--- config.mk ---
export PLATFORM = sky130hd
export DESIGN_NAME = small_matrix_add_sub_multiply_core
export DESIGN_NICKNAME = d
export VERILOG_FILES = /design/src/hdl/smams_pkg.sv /design/src/hdl/smams_ram.sv /design/src/hdl/smams_mac.sv /design/src/hdl/small_matrix_add_sub_multiply_core.sv
export VERILOG_INCLUDE_DIRS = /design/src /design/src/hdl
export SDC_FILE = /design/constraint.sdc
export NUM_CORES = 1
export LEC_CHECK = 0
export BUFFER_PORTS_ARGS = -buffer_cell sky130_fd_sc_hd__buf_2
export CAP_MARGIN = 20
export CORE_ASPECT_RATIO = 0.8
export CORE_MARGIN = 2
export CORE_UTILIZATION = 69
export DETAILED_ROUTE_END_ITERATION = 8
export PLACE_DENSITY = 0.84
export SLEW_MARGIN = 20
export SYNTH_ARGS = -nofsm -noshare
export SYNTH_HDL_FRONTEND = slang
export SYNTH_SLANG_ARGS = --single-unit
--- constraint.sdc ---
create_clock -name clock -period 11.4 [get_ports clock]
set_input_delay 0.57 -clock clock [delete_from_list [all_inputs] [get_ports clock]]
set_output_delay 0.57 -clock clock [all_outputs]
set_load 0.02 [all_outputs]
--- src/hdl/small_matrix_add_sub_multiply_core_macros.svh ---
// Assertion macros shared by the matrix core RTL.
`ifndef SMALL_MATRIX_ADD_SUB_MULTIPLY_CORE_MACROS_SVH
`define SMALL_MATRIX_ADD_SUB_MULTIPLY_CORE_MACROS_SVH

// Same-cycle implication, checked at every rising clock edge outside reset.
`define SMAMS_ASSERT_SAME(label, clk, rst, ante, cons, msg) \
   label: assert property (@(posedge clk) disable iff (rst) (ante) |-> (cons)) \
      else $error(msg);

// Next-cycle implication, checked at every rising clock edge outside reset.
`define SMAMS_ASSERT_NEXT(label, clk, rst, ante, cons, msg) \
   label: assert property (@(posedge clk) disable iff (rst) (ante) |=> (cons)) \
      else $error(msg);

`endif

--- src/hdl/smams_pkg.sv ---
// Package with the types and fixed widths of the matrix core.
`default_nettype none

package smams_pkg;

   localparam int VALUE_W    = 16;
   localparam int RESULT_W   = 33;
   localparam int REQ_DATA_W = 32;
   localparam int RSP_DATA_W = 40;

   typedef enum logic [1:0] {
      OP_ADD,
      OP_SUB,
      OP_MUL
   } op_type;

   typedef enum logic [1:0] {
      ST_LOAD,
      ST_ISSUE,
      ST_WAIT,
      ST_SEND
   } state_type;

   // One command to the shared arithmetic unit, issued with the RAM reads.
   typedef struct packed {
      logic   vld;
      op_type op;
      logic   first;
      logic   last;
   } mac_ctl_type;

endpackage

`default_nettype wire

--- src/hdl/smams_ram.sv ---
// Generic single-write, single-read RAM with registered read data.
`default_nettype none

module smams_ram #(
   parameter  int WIDTH  = 16,
   parameter  int DEPTH  = 9,
   localparam int ADDR_W = $clog2(DEPTH)
) (
   input  wire logic              clock,
   input  wire logic              wr_en,
   input  wire logic [ADDR_W-1:0] wr_addr,
   input  wire logic [WIDTH-1:0]  wr_data,
   input  wire logic [ADDR_W-1:0] rd_addr,
   output logic      [WIDTH-1:0]  rd_data
);

   logic [WIDTH-1:0] mem_ff [DEPTH];
   logic [WIDTH-1:0] rd_data_ff;

   always_ff @(posedge clock) begin
      if (wr_en) begin
         mem_ff[wr_addr] <= wr_data;
      end
      rd_data_ff <= mem_ff[rd_addr];
   end

   assign rd_data = rd_data_ff;

endmodule

`default_nettype wire

--- src/hdl/smams_mac.sv ---
// Shared add, subtract and multiply-accumulate unit of the matrix core.
`default_nettype none

module smams_mac
   import smams_pkg::*;
(
   input  wire logic                       clock,
   input  wire logic                       reset,
   input  wire mac_ctl_type                ctl,
   input  wire logic signed [VALUE_W-1:0]  a_value,
   input  wire logic signed [VALUE_W-1:0]  b_value,
   output logic signed      [RESULT_W-1:0] result,
   output logic                            done
);

   mac_ctl_type                    ctl_ff;
   mac_ctl_type                    term_ctl_ff;
   logic signed [RESULT_W-1:0]     term_ff;
   logic signed [RESULT_W-1:0]     term_in;
   logic signed [RESULT_W-1:0]     acc_ff;
   logic signed [RESULT_W-1:0]     acc_in;
   logic                           done_ff;
   logic signed [2*VALUE_W-1:0]    prod;

   // The command is registered once so that it lines up with the registered RAM read data.
   always_comb begin
      prod = a_value * b_value;
      unique case (ctl_ff.op)
         OP_ADD: begin
            term_in = RESULT_W'(a_value) + RESULT_W'(b_value);
         end
         OP_SUB: begin
            term_in = RESULT_W'(a_value) - RESULT_W'(b_value);
         end
         default: begin
            term_in = RESULT_W'(prod);
         end
      endcase
   end

   // Product sums wrap to the result width, as two's complement arithmetic does.
   always_comb begin
      if (term_ctl_ff.first) begin
         acc_in = term_ff;
      end else begin
         acc_in = acc_ff + term_ff;
      end
   end

   always_ff @(posedge clock) begin
      if (reset) begin
         ctl_ff.vld      <= 1'b0;
         term_ctl_ff.vld <= 1'b0;
         done_ff         <= 1'b0;
      end else begin
         ctl_ff.vld      <= ctl.vld;
         term_ctl_ff.vld <= ctl_ff.vld;
         done_ff         <= term_ctl_ff.vld & term_ctl_ff.last;
      end
      ctl_ff.op          <= ctl.op;
      ctl_ff.first       <= ctl.first;
      ctl_ff.last        <= ctl.last;
      term_ctl_ff.op     <= ctl_ff.op;
      term_ctl_ff.first  <= ctl_ff.first;
      term_ctl_ff.last   <= ctl_ff.last;
      term_ff            <= term_in;
      if (term_ctl_ff.vld) begin
         acc_ff <= acc_in;
      end
   end

   assign result = acc_ff;
   assign done   = done_ff;

endmodule

`default_nettype wire

--- src/hdl/small_matrix_add_sub_multiply_core.sv ---
// Top level of the small matrix add, subtract and multiply core.
`default_nettype none
`include "small_matrix_add_sub_multiply_core_macros.svh"

// The core loads two DIM x DIM signed 16-bit matrices A and B, one element of
// each per request in row-major order, and after the last pair it returns the
// DIM*DIM elements of the result matrix C in row-major order, with rsp_tlast
// set on the final one. The csr register selects element-wise A+B (0),
// element-wise A-B (1) or the matrix product (2; code 3 also gives the
// product); the mode is sampled when the last pair of a matrix arrives. Load
// requests are accepted back to back. Once the matrices are complete, req_tready
// stays low until the last result has been taken. Every result goes through
// one shared arithmetic unit behind two RAMs with registered read ports. A
// product result issues one product term per cycle through the single
// multiplier; each term passes the RAM read, the term register and the
// accumulator, and the result goes to the output register, where it is held
// while rsp_tready is low. Results of a product with DIM above 3 wrap to 33
// bits. There is no clearing pass after reset; the core accepts requests at
// once.
module small_matrix_add_sub_multiply_core
   import smams_pkg::*;
#(
   parameter int DIM = 3
) (
   input  wire logic                  clock,
   input  wire logic                  reset,
   // Request channel.
   input  wire logic                  req_tvalid,
   output logic                       req_tready,
   // [15:0] first_value, [31:16] second_value
   input  wire logic [REQ_DATA_W-1:0] req_tdata,
   // Result channel.
   output logic                       rsp_tvalid,
   input  wire logic                  rsp_tready,
   // [32:0] result_value, [39:33] zero
   output logic      [RSP_DATA_W-1:0] rsp_tdata,
   output logic                       rsp_tlast,
   // Mode register write port.
   input  wire logic                  csr_we,
   input  wire logic [1:0]            csr_wdata
);

   localparam int CELLS = DIM * DIM;
   localparam int CNT_W = $clog2(CELLS);
   localparam int DIM_W = $clog2(DIM);

   localparam logic [1:0] MODE_ADD = 2'd0;
   localparam logic [1:0] MODE_SUB = 2'd1;

   state_type                  state_ff;
   state_type                  state_in;
   logic [1:0]                 mode_ff;
   logic [1:0]                 mode_in;
   op_type                     run_op_ff;
   op_type                     run_op_in;
   // Load count while loading, result element index while returning results.
   logic [CNT_W-1:0]           cnt_ff;
   logic [CNT_W-1:0]           cnt_in;
   // Row start of A (row*DIM), current column, term index and its row start in B.
   logic [CNT_W-1:0]           row_base_ff;
   logic [CNT_W-1:0]           row_base_in;
   logic [DIM_W-1:0]           col_ff;
   logic [DIM_W-1:0]           col_in;
   logic [DIM_W-1:0]           k_ff;
   logic [DIM_W-1:0]           k_in;
   logic [CNT_W-1:0]           kb_ff;
   logic [CNT_W-1:0]           kb_in;
   logic [RESULT_W-1:0]        rsp_data_ff;
   logic [RESULT_W-1:0]        rsp_data_in;
   logic                       rsp_last_ff;
   logic                       rsp_last_in;

   logic                       ram_we;
   logic [CNT_W-1:0]           a_rd_addr;
   logic [CNT_W-1:0]           b_rd_addr;
   logic signed [VALUE_W-1:0]  a_rd_data;
   logic signed [VALUE_W-1:0]  b_rd_data;
   mac_ctl_type                mac_ctl;
   logic signed [RESULT_W-1:0] mac_result;
   logic                       mac_done;

   // Storage for the two operand matrices, addressed in row-major order.
   smams_ram #(
      .WIDTH (VALUE_W),
      .DEPTH (CELLS)
   ) u_a_ram (
      .clock   (clock),
      .wr_en   (ram_we),
      .wr_addr (cnt_ff),
      .wr_data (req_tdata[VALUE_W-1:0]),
      .rd_addr (a_rd_addr),
      .rd_data (a_rd_data)
   );

   smams_ram #(
      .WIDTH (VALUE_W),
      .DEPTH (CELLS)
   ) u_b_ram (
      .clock   (clock),
      .wr_en   (ram_we),
      .wr_addr (cnt_ff),
      .wr_data (req_tdata[2*VALUE_W-1:VALUE_W]),
      .rd_addr (b_rd_addr),
      .rd_data (b_rd_data)
   );

   // The one arithmetic unit that every result element passes through.
   smams_mac u_mac (
      .clock   (clock),
      .reset   (reset),
      .ctl     (mac_ctl),
      .a_value (a_rd_data),
      .b_value (b_rd_data),
      .result  (mac_result),
      .done    (mac_done)
   );

   // The mode register takes any write; it only matters when a matrix completes.
   always_comb begin
      mode_in = mode_ff;
      if (csr_we) begin
         mode_in = csr_wdata;
      end
   end

   // Sequencer: load the matrices, then for each result element issue its
   // reads and commands, wait for the accumulator and hand the result out.
   always_comb begin
      state_in      = state_ff;
      run_op_in     = run_op_ff;
      cnt_in        = cnt_ff;
      row_base_in   = row_base_ff;
      col_in        = col_ff;
      k_in          = k_ff;
      kb_in         = kb_ff;
      rsp_data_in   = rsp_data_ff;
      rsp_last_in   = rsp_last_ff;
      req_tready    = 1'b0;
      rsp_tvalid    = 1'b0;
      ram_we        = 1'b0;
      a_rd_addr     = cnt_ff;
      b_rd_addr     = cnt_ff;
      mac_ctl.vld   = 1'b0;
      mac_ctl.op    = run_op_ff;
      mac_ctl.first = 1'b1;
      mac_ctl.last  = 1'b1;

      unique case (state_ff)
         ST_LOAD: begin
            req_tready = 1'b1;
            if (req_tvalid) begin
               ram_we = 1'b1;
               if (cnt_ff == CNT_W'(CELLS - 1)) begin
                  cnt_in      = '0;
                  row_base_in = '0;
                  col_in      = '0;
                  k_in        = '0;
                  kb_in       = '0;
                  state_in    = ST_ISSUE;
                  unique case (mode_ff)
                     MODE_ADD: run_op_in = OP_ADD;
                     MODE_SUB: run_op_in = OP_SUB;
                     default:  run_op_in = OP_MUL;
                  endcase
               end else begin
                  cnt_in = cnt_ff + CNT_W'(1);
               end
            end
         end
         ST_ISSUE: begin
            mac_ctl.vld = 1'b1;
            if (run_op_ff == OP_MUL) begin
               // One term A[row][k] * B[k][col] per cycle.
               a_rd_addr     = row_base_ff + CNT_W'(k_ff);
               b_rd_addr     = kb_ff + CNT_W'(col_ff);
               mac_ctl.first = (k_ff == '0);
               mac_ctl.last  = (k_ff == DIM_W'(DIM - 1));
               if (k_ff == DIM_W'(DIM - 1)) begin
                  k_in     = '0;
                  kb_in    = '0;
                  state_in = ST_WAIT;
               end else begin
                  k_in  = k_ff + DIM_W'(1);
                  kb_in = kb_ff + CNT_W'(DIM);
               end
            end else begin
               state_in = ST_WAIT;
            end
         end
         ST_WAIT: begin
            if (mac_done) begin
               rsp_data_in = mac_result;
               rsp_last_in = (cnt_ff == CNT_W'(CELLS - 1));
               state_in    = ST_SEND;
            end
         end
         ST_SEND: begin
            rsp_tvalid = 1'b1;
            if (rsp_tready) begin
               if (rsp_last_ff) begin
                  cnt_in   = '0;
                  state_in = ST_LOAD;
               end else begin
                  cnt_in   = cnt_ff + CNT_W'(1);
                  state_in = ST_ISSUE;
                  if (col_ff == DIM_W'(DIM - 1)) begin
                     col_in      = '0;
                     row_base_in = row_base_ff + CNT_W'(DIM);
                  end else begin
                     col_in = col_ff + DIM_W'(1);
                  end
               end
            end
         end
         default: begin
            state_in = ST_LOAD;
         end
      endcase
   end

   always_ff @(posedge clock) begin
      if (reset) begin
         state_ff  <= ST_LOAD;
         mode_ff   <= MODE_ADD;
         run_op_ff <= OP_ADD;
         cnt_ff    <= '0;
      end else begin
         state_ff  <= state_in;
         mode_ff   <= mode_in;
         run_op_ff <= run_op_in;
         cnt_ff    <= cnt_in;
      end
      row_base_ff <= row_base_in;
      col_ff      <= col_in;
      k_ff        <= k_in;
      kb_ff       <= kb_in;
      rsp_data_ff <= rsp_data_in;
      rsp_last_ff <= rsp_last_in;
   end

   assign rsp_tdata = RSP_DATA_W'(rsp_data_ff);
   assign rsp_tlast = rsp_last_ff;

   // Loading and result delivery never overlap.
   `SMAMS_ASSERT_SAME(a_no_overlap, clock, reset,
      req_tready, !rsp_tvalid, "ready while result shown")
   // Completing a matrix pair stops further loads until the results are out.
   `SMAMS_ASSERT_NEXT(a_stop_after_fill, clock, reset,
      req_tvalid && req_tready && cnt_ff == CNT_W'(CELLS - 1), !req_tready,
      "load after full matrix")
   // After the final result is taken the core is ready for the next matrices.
   `SMAMS_ASSERT_NEXT(a_ready_after_last, clock, reset,
      rsp_tvalid && rsp_tready && rsp_tlast, req_tready && !rsp_tvalid,
      "not ready after last result")
   // The arithmetic unit finishes only while the sequencer waits for it.
   `SMAMS_ASSERT_SAME(a_done_in_wait, clock, reset,
      mac_done, state_ff == ST_WAIT, "result done outside wait")

endmodule

`default_nettype wire
==> impl_results.rst <==
.. list-table::
   :header-rows: 1

   * - Metric
     - Value
   * - Outcome
     - complete, no violations
   * - Hold path endpoint
     - mode_ff[1]$_SDFFE_PP0P_
   * - Detailed router's first-iteration violation count
     - a little over 2000
   * - Actual slew at the worst max-slew pin
     - ~960 ps
   * - Library cell with the largest summed area after synthesis
     - edfxtp_1
   * - Met3 Resource Use GR
     - 9.28%
   * - Clock skew
     - 43.1 ps
   * - Endpoint class of the critical path
     - flip-flop
   * - Yosys warning count
     - 0
   * - Met1 Resource Use GR
     - 44.4%
   * - Non-filler instance count after layout
     - 3052
   * - Share of async-settable or async-resettable flops after synthesis
     - 0%
   * - Overall fraction of global-route tracks in use
     - 32.9%
   * - Adder and majority cell fraction of the synthesized area
     - around 25%
   * - Simple-Gate Fraction of Synth Area
     - about 9%
   * - Global-route wire length before repair
     - between 100 and 150 mm
   * - Count of placed standard cells including taps
     - a little under 3000
   * - Fraction of synthesized cell area in xor and xnor cells
     - under 10%
   * - Final-report max-slew violation count
     - 0
   * - Width of the die
     - 234 microns
   * - Most repeated cell in the gate-level netlist after synthesis
     - edfxtp_1
   * - Period utilization
     - between 60% and 70%
   * - Met2 track demand over resource in global routing
     - 52.1%
   * - Category of the critical setup timing path
     - flip-flop to flip-flop
   * - Unrepaired setup endpoints after global routing
     - false
   * - Number of global-route vias before repair
     - 20000
   * - TritonCTS clock tree
     - built
   * - Critical-path maximum fanout
     - 17
   * - Number of violations of the max-capacitance limit
     - 0
   * - Hold Crit Class
     - input port to flip-flop
   * - Residual overflow from global routing
     - 0
   * - Data required, critical path
     - 11850 ps
   * - Initial antenna violation count
     - 2
   * - Gate count of the mapped netlist
     - ~2400
   * - Proportion of synthesized chip area in sequential cells
     - 43.4%
   * - Busiest metal layer after global routing
     - met2
   * - Worst reg2reg startpoint
     - u_b_ram.rd_data[1]$_DFF_P_
   * - Count of final hold-check violations
     - 0
   * - First-pass detailed-route iteration total
     - 6
   * - Detail-routed via count per cell
     - 6.21
   * - Arr. time, crit path
     - around 7500 ps
   * - Clk slew on worst S/H paths
     - roughly 70 ps
   * - Sum of routed wire length over all layers
     - roughly 70 mm
   * - Total die area
     - about 0.044 sq mm
   * - Chip Height
     - 188 microns
   * - Kind of start point of the critical path
     - flip-flop
   * - Post-synthesis mux area share
     - 6.38%
   * - Register bit count reported by yosys
     - 450
   * - Fill count
     - 2569
   * - Post-synthesis compound-gate area fraction
     - between 7 and 8%
   * - Total I/O pin count
     - 82
   * - Placed cell areas
     - 0.0302 sq mm
   * - Final design instance area without fill
     - roughly 0.032 sq mm
   * - Highest clock rate
     - 142 MHz
   * - Post-synthesis cell type count
     - 77
   * - Synth Cell Area
     - around 0.029 sq mm
   * - Shortest period the worst path allows
     - between 7000 and 8000 ps
   * - Postcts setup bufs
     - 0
   * - Floorplan Core Area
     - 0.0418 sq mm
   * - Main combinational cell family by area after synthesis
     - adder cells
   * - Worst hold stages
     - 3
   * - Post-cts gate resize count
     - 0
   * - Final setup violating endpoints
     - 0
   * - Worst-case register-to-register setup slack
     - approximately 4400 ps
   * - Ratio of cells with drive above 1 in the final layout
     - approximately a tenth
   * - R2R cell count
     - 19
   * - Most common flop cell mapped by yosys
     - edfxtp_1
   * - Number of buffers added by the clock tree synthesis step
     - 42
   * - DPL Wire Length
     - 47.3 mm
   * - Routed Antenna Nets
     - 0
   * - Clock root cell
     - clkbuf_16
   * - Number of nets in the finished design
     - approximately 2900
   * - Routability cong.
     - 0.967
   * - Area Growth Syn to Fin
     - 8.65%
   * - Share of the synthesized area in the top cell type
     - a little under two fifths
   * - Count of port buffers added during placement
     - between 70 and 80
   * - Number of synthesized flops with an enable pin
     - 367
   * - Origin of the worst min-delay path
     - csr_wdata[1]
   * - Terminus of the critical flop-to-flop path
     - u_mac.term_ff[31]$_DFF_P_
   * - Final routed wire length divided by cell count
     - around 23 microns
   * - Core Rows
     - between 60 and 70
   * - Initial cell density of the core
     - 69.8%
   * - Aggregate negative setup slack
     - 0 ps
   * - Max clock buf depth
     - 3
   * - Top cells by instance count after synthesis
     - edfxtp_1 (367), inv_1 (351), fa_1 (267), nand2_1 (219), ha_1 (164)
   * - CTS H-tree depth
     - 2
   * - DRC errors left
     - 0
   * - Pin count of the biggest net entering global routing
     - 74
   * - Number of buffers inserted for hold repair after clock tree synthesis
     - 0
   * - Via count
     - around 19000
   * - Clock latency of the later-clocked register in the worst-skew pair
     - ~600 ps
   * - Max_slew headroom
     - approximately a third
   * - Clk sinks
     - 450
   * - Mean post-synth cell area
     - 12.2 sq um
   * - Cell types with the largest area share after synthesis
     - edfxtp_1 (38%), fa_1 (18%), ha_1 (7.0%)
-- state kept, by name, summed over array words and instances (netlist names) --
signal             count
u_mac.ctl_ff           5
u_mac.term_ctl_ff      3
state_ff               2
row_base_ff            4
kb_ff                  4
u_mac.done             1
cnt_ff                 4
mode_ff                2
u_b_ram.mem_ff       144
col_ff                 2
rsp_tlast              1
u_mac.term_ff         32
k_ff                   2
rsp_data_ff           33
u_mac.result          33
run_op_ff              2
u_a_ram.rd_data       16
u_a_ram.mem_ff       144
u_b_ram.rd_data       16
-- per-stage QoR --
stage	setup WS, ps	utilization [%]	hold slack [ps]
after floorplan	5080	-	310
after global placement	4690	72.2	310
after detailed placement	4470	72.2	322
after CTS	4420	75.8	203
after global routing	4100	75.8	228
final	4380	75.9	220
-- per-layer routing --
metal  routed length [microns]  part of all wire, %  vias up
met3                      7160                   10      184
met2                     32800                   47     1035
met5                        13                0.019        -
met4                      2230                  3.2        2
met1                     27300                   39     9427
li1                          -                    -     8290
-- logic make-up after synthesis --
family	count (synthesis)
simple gates	557
flops	450
buf+inv	438
fa+ha+maj	431
compound gates	344
mux	106
xor+xnor	76
other cells	1
-- cell usage in the layout, fill, tap and decap left out, drive strengths merged, types with 23 or more instances in the layout --
| cell | count |
|---|---|
| clkbuf | 51 |
| ha | 164 |
| inv | 351 |
| xor2 | 23 |
| nor3 | 26 |
| nor2 | 94 |
| a21o | 48 |
| edfxtp | 367 |
| o21ai | 109 |
| and2 | 110 |
| dfxtp | 83 |
| mux2i | 41 |
| xnor2 | 53 |
| fa | 267 |
| a21oi | 79 |
| mux4 | 64 |
| nand2 | 219 |
| buf | 96 |
-- cell type report --
| class | count | area [sq um] | area share, % |
|---|---|---|---|
| antenna | 3 | 7.51 | 0.0237 |
| clock buffer | 51 | 1130 | 3.55 |
| tap | 552 | 691 | 2.18 |
| sequential | 450 | 12700 | 40.0 |
| multi-input combinational | 1521 | 15000 | 47.1 |
| timing repair buffer | 96 | 536 | 1.69 |
| clock inverter | 27 | 413 | 1.30 |
| inverter | 352 | 1320 | 4.16 |
-- critical path: stages, from the launching register on --
cell	delay, ps
dfxtp_1	760
nand2_1	200
inv_1	150
fa_1	570
fa_1	920
fa_1	550
fa_1	510
fa_1	490
inv_1	50
fa_1	500
inv_1	60
ha_1	310
or2_2	330
a21o_1	210
a32oi_1	190
o21ai_0	190
o21ba_2	250
o41a_1	320
xnor2_1	130
a21o_1	190
-- worst max-delay path by stage --
stage / start / end / slack, ps / cells after the start
3_3_place_gp: u_b_ram.rd_data[1]$_DFF_P_ / u_mac.term_ff[31]$_DFF_P_ / 4690 / 19
6_report: u_b_ram.rd_data[1]$_DFF_P_ / u_mac.term_ff[31]$_DFF_P_ / 4380 / 19
4_1_cts: u_b_ram.rd_data[1]$_DFF_P_ / u_mac.term_ff[31]$_DFF_P_ / 4420 / 19
2_1_floorplan: u_b_ram.rd_data[1]$_DFF_P_ / u_mac.term_ff[31]$_DFF_P_ / 5080 / 20
5_1_grt: u_b_ram.rd_data[1]$_DFF_P_ / u_mac.term_ff[31]$_DFF_P_ / 4100 / 19
3_5_place_dp: u_b_ram.rd_data[1]$_DFF_P_ / u_mac.term_ff[31]$_DFF_P_ / 4470 / 19
Power is not shown: default switching activity piles up to over one toggle a cycle in this logic, so the estimate is an artifact.
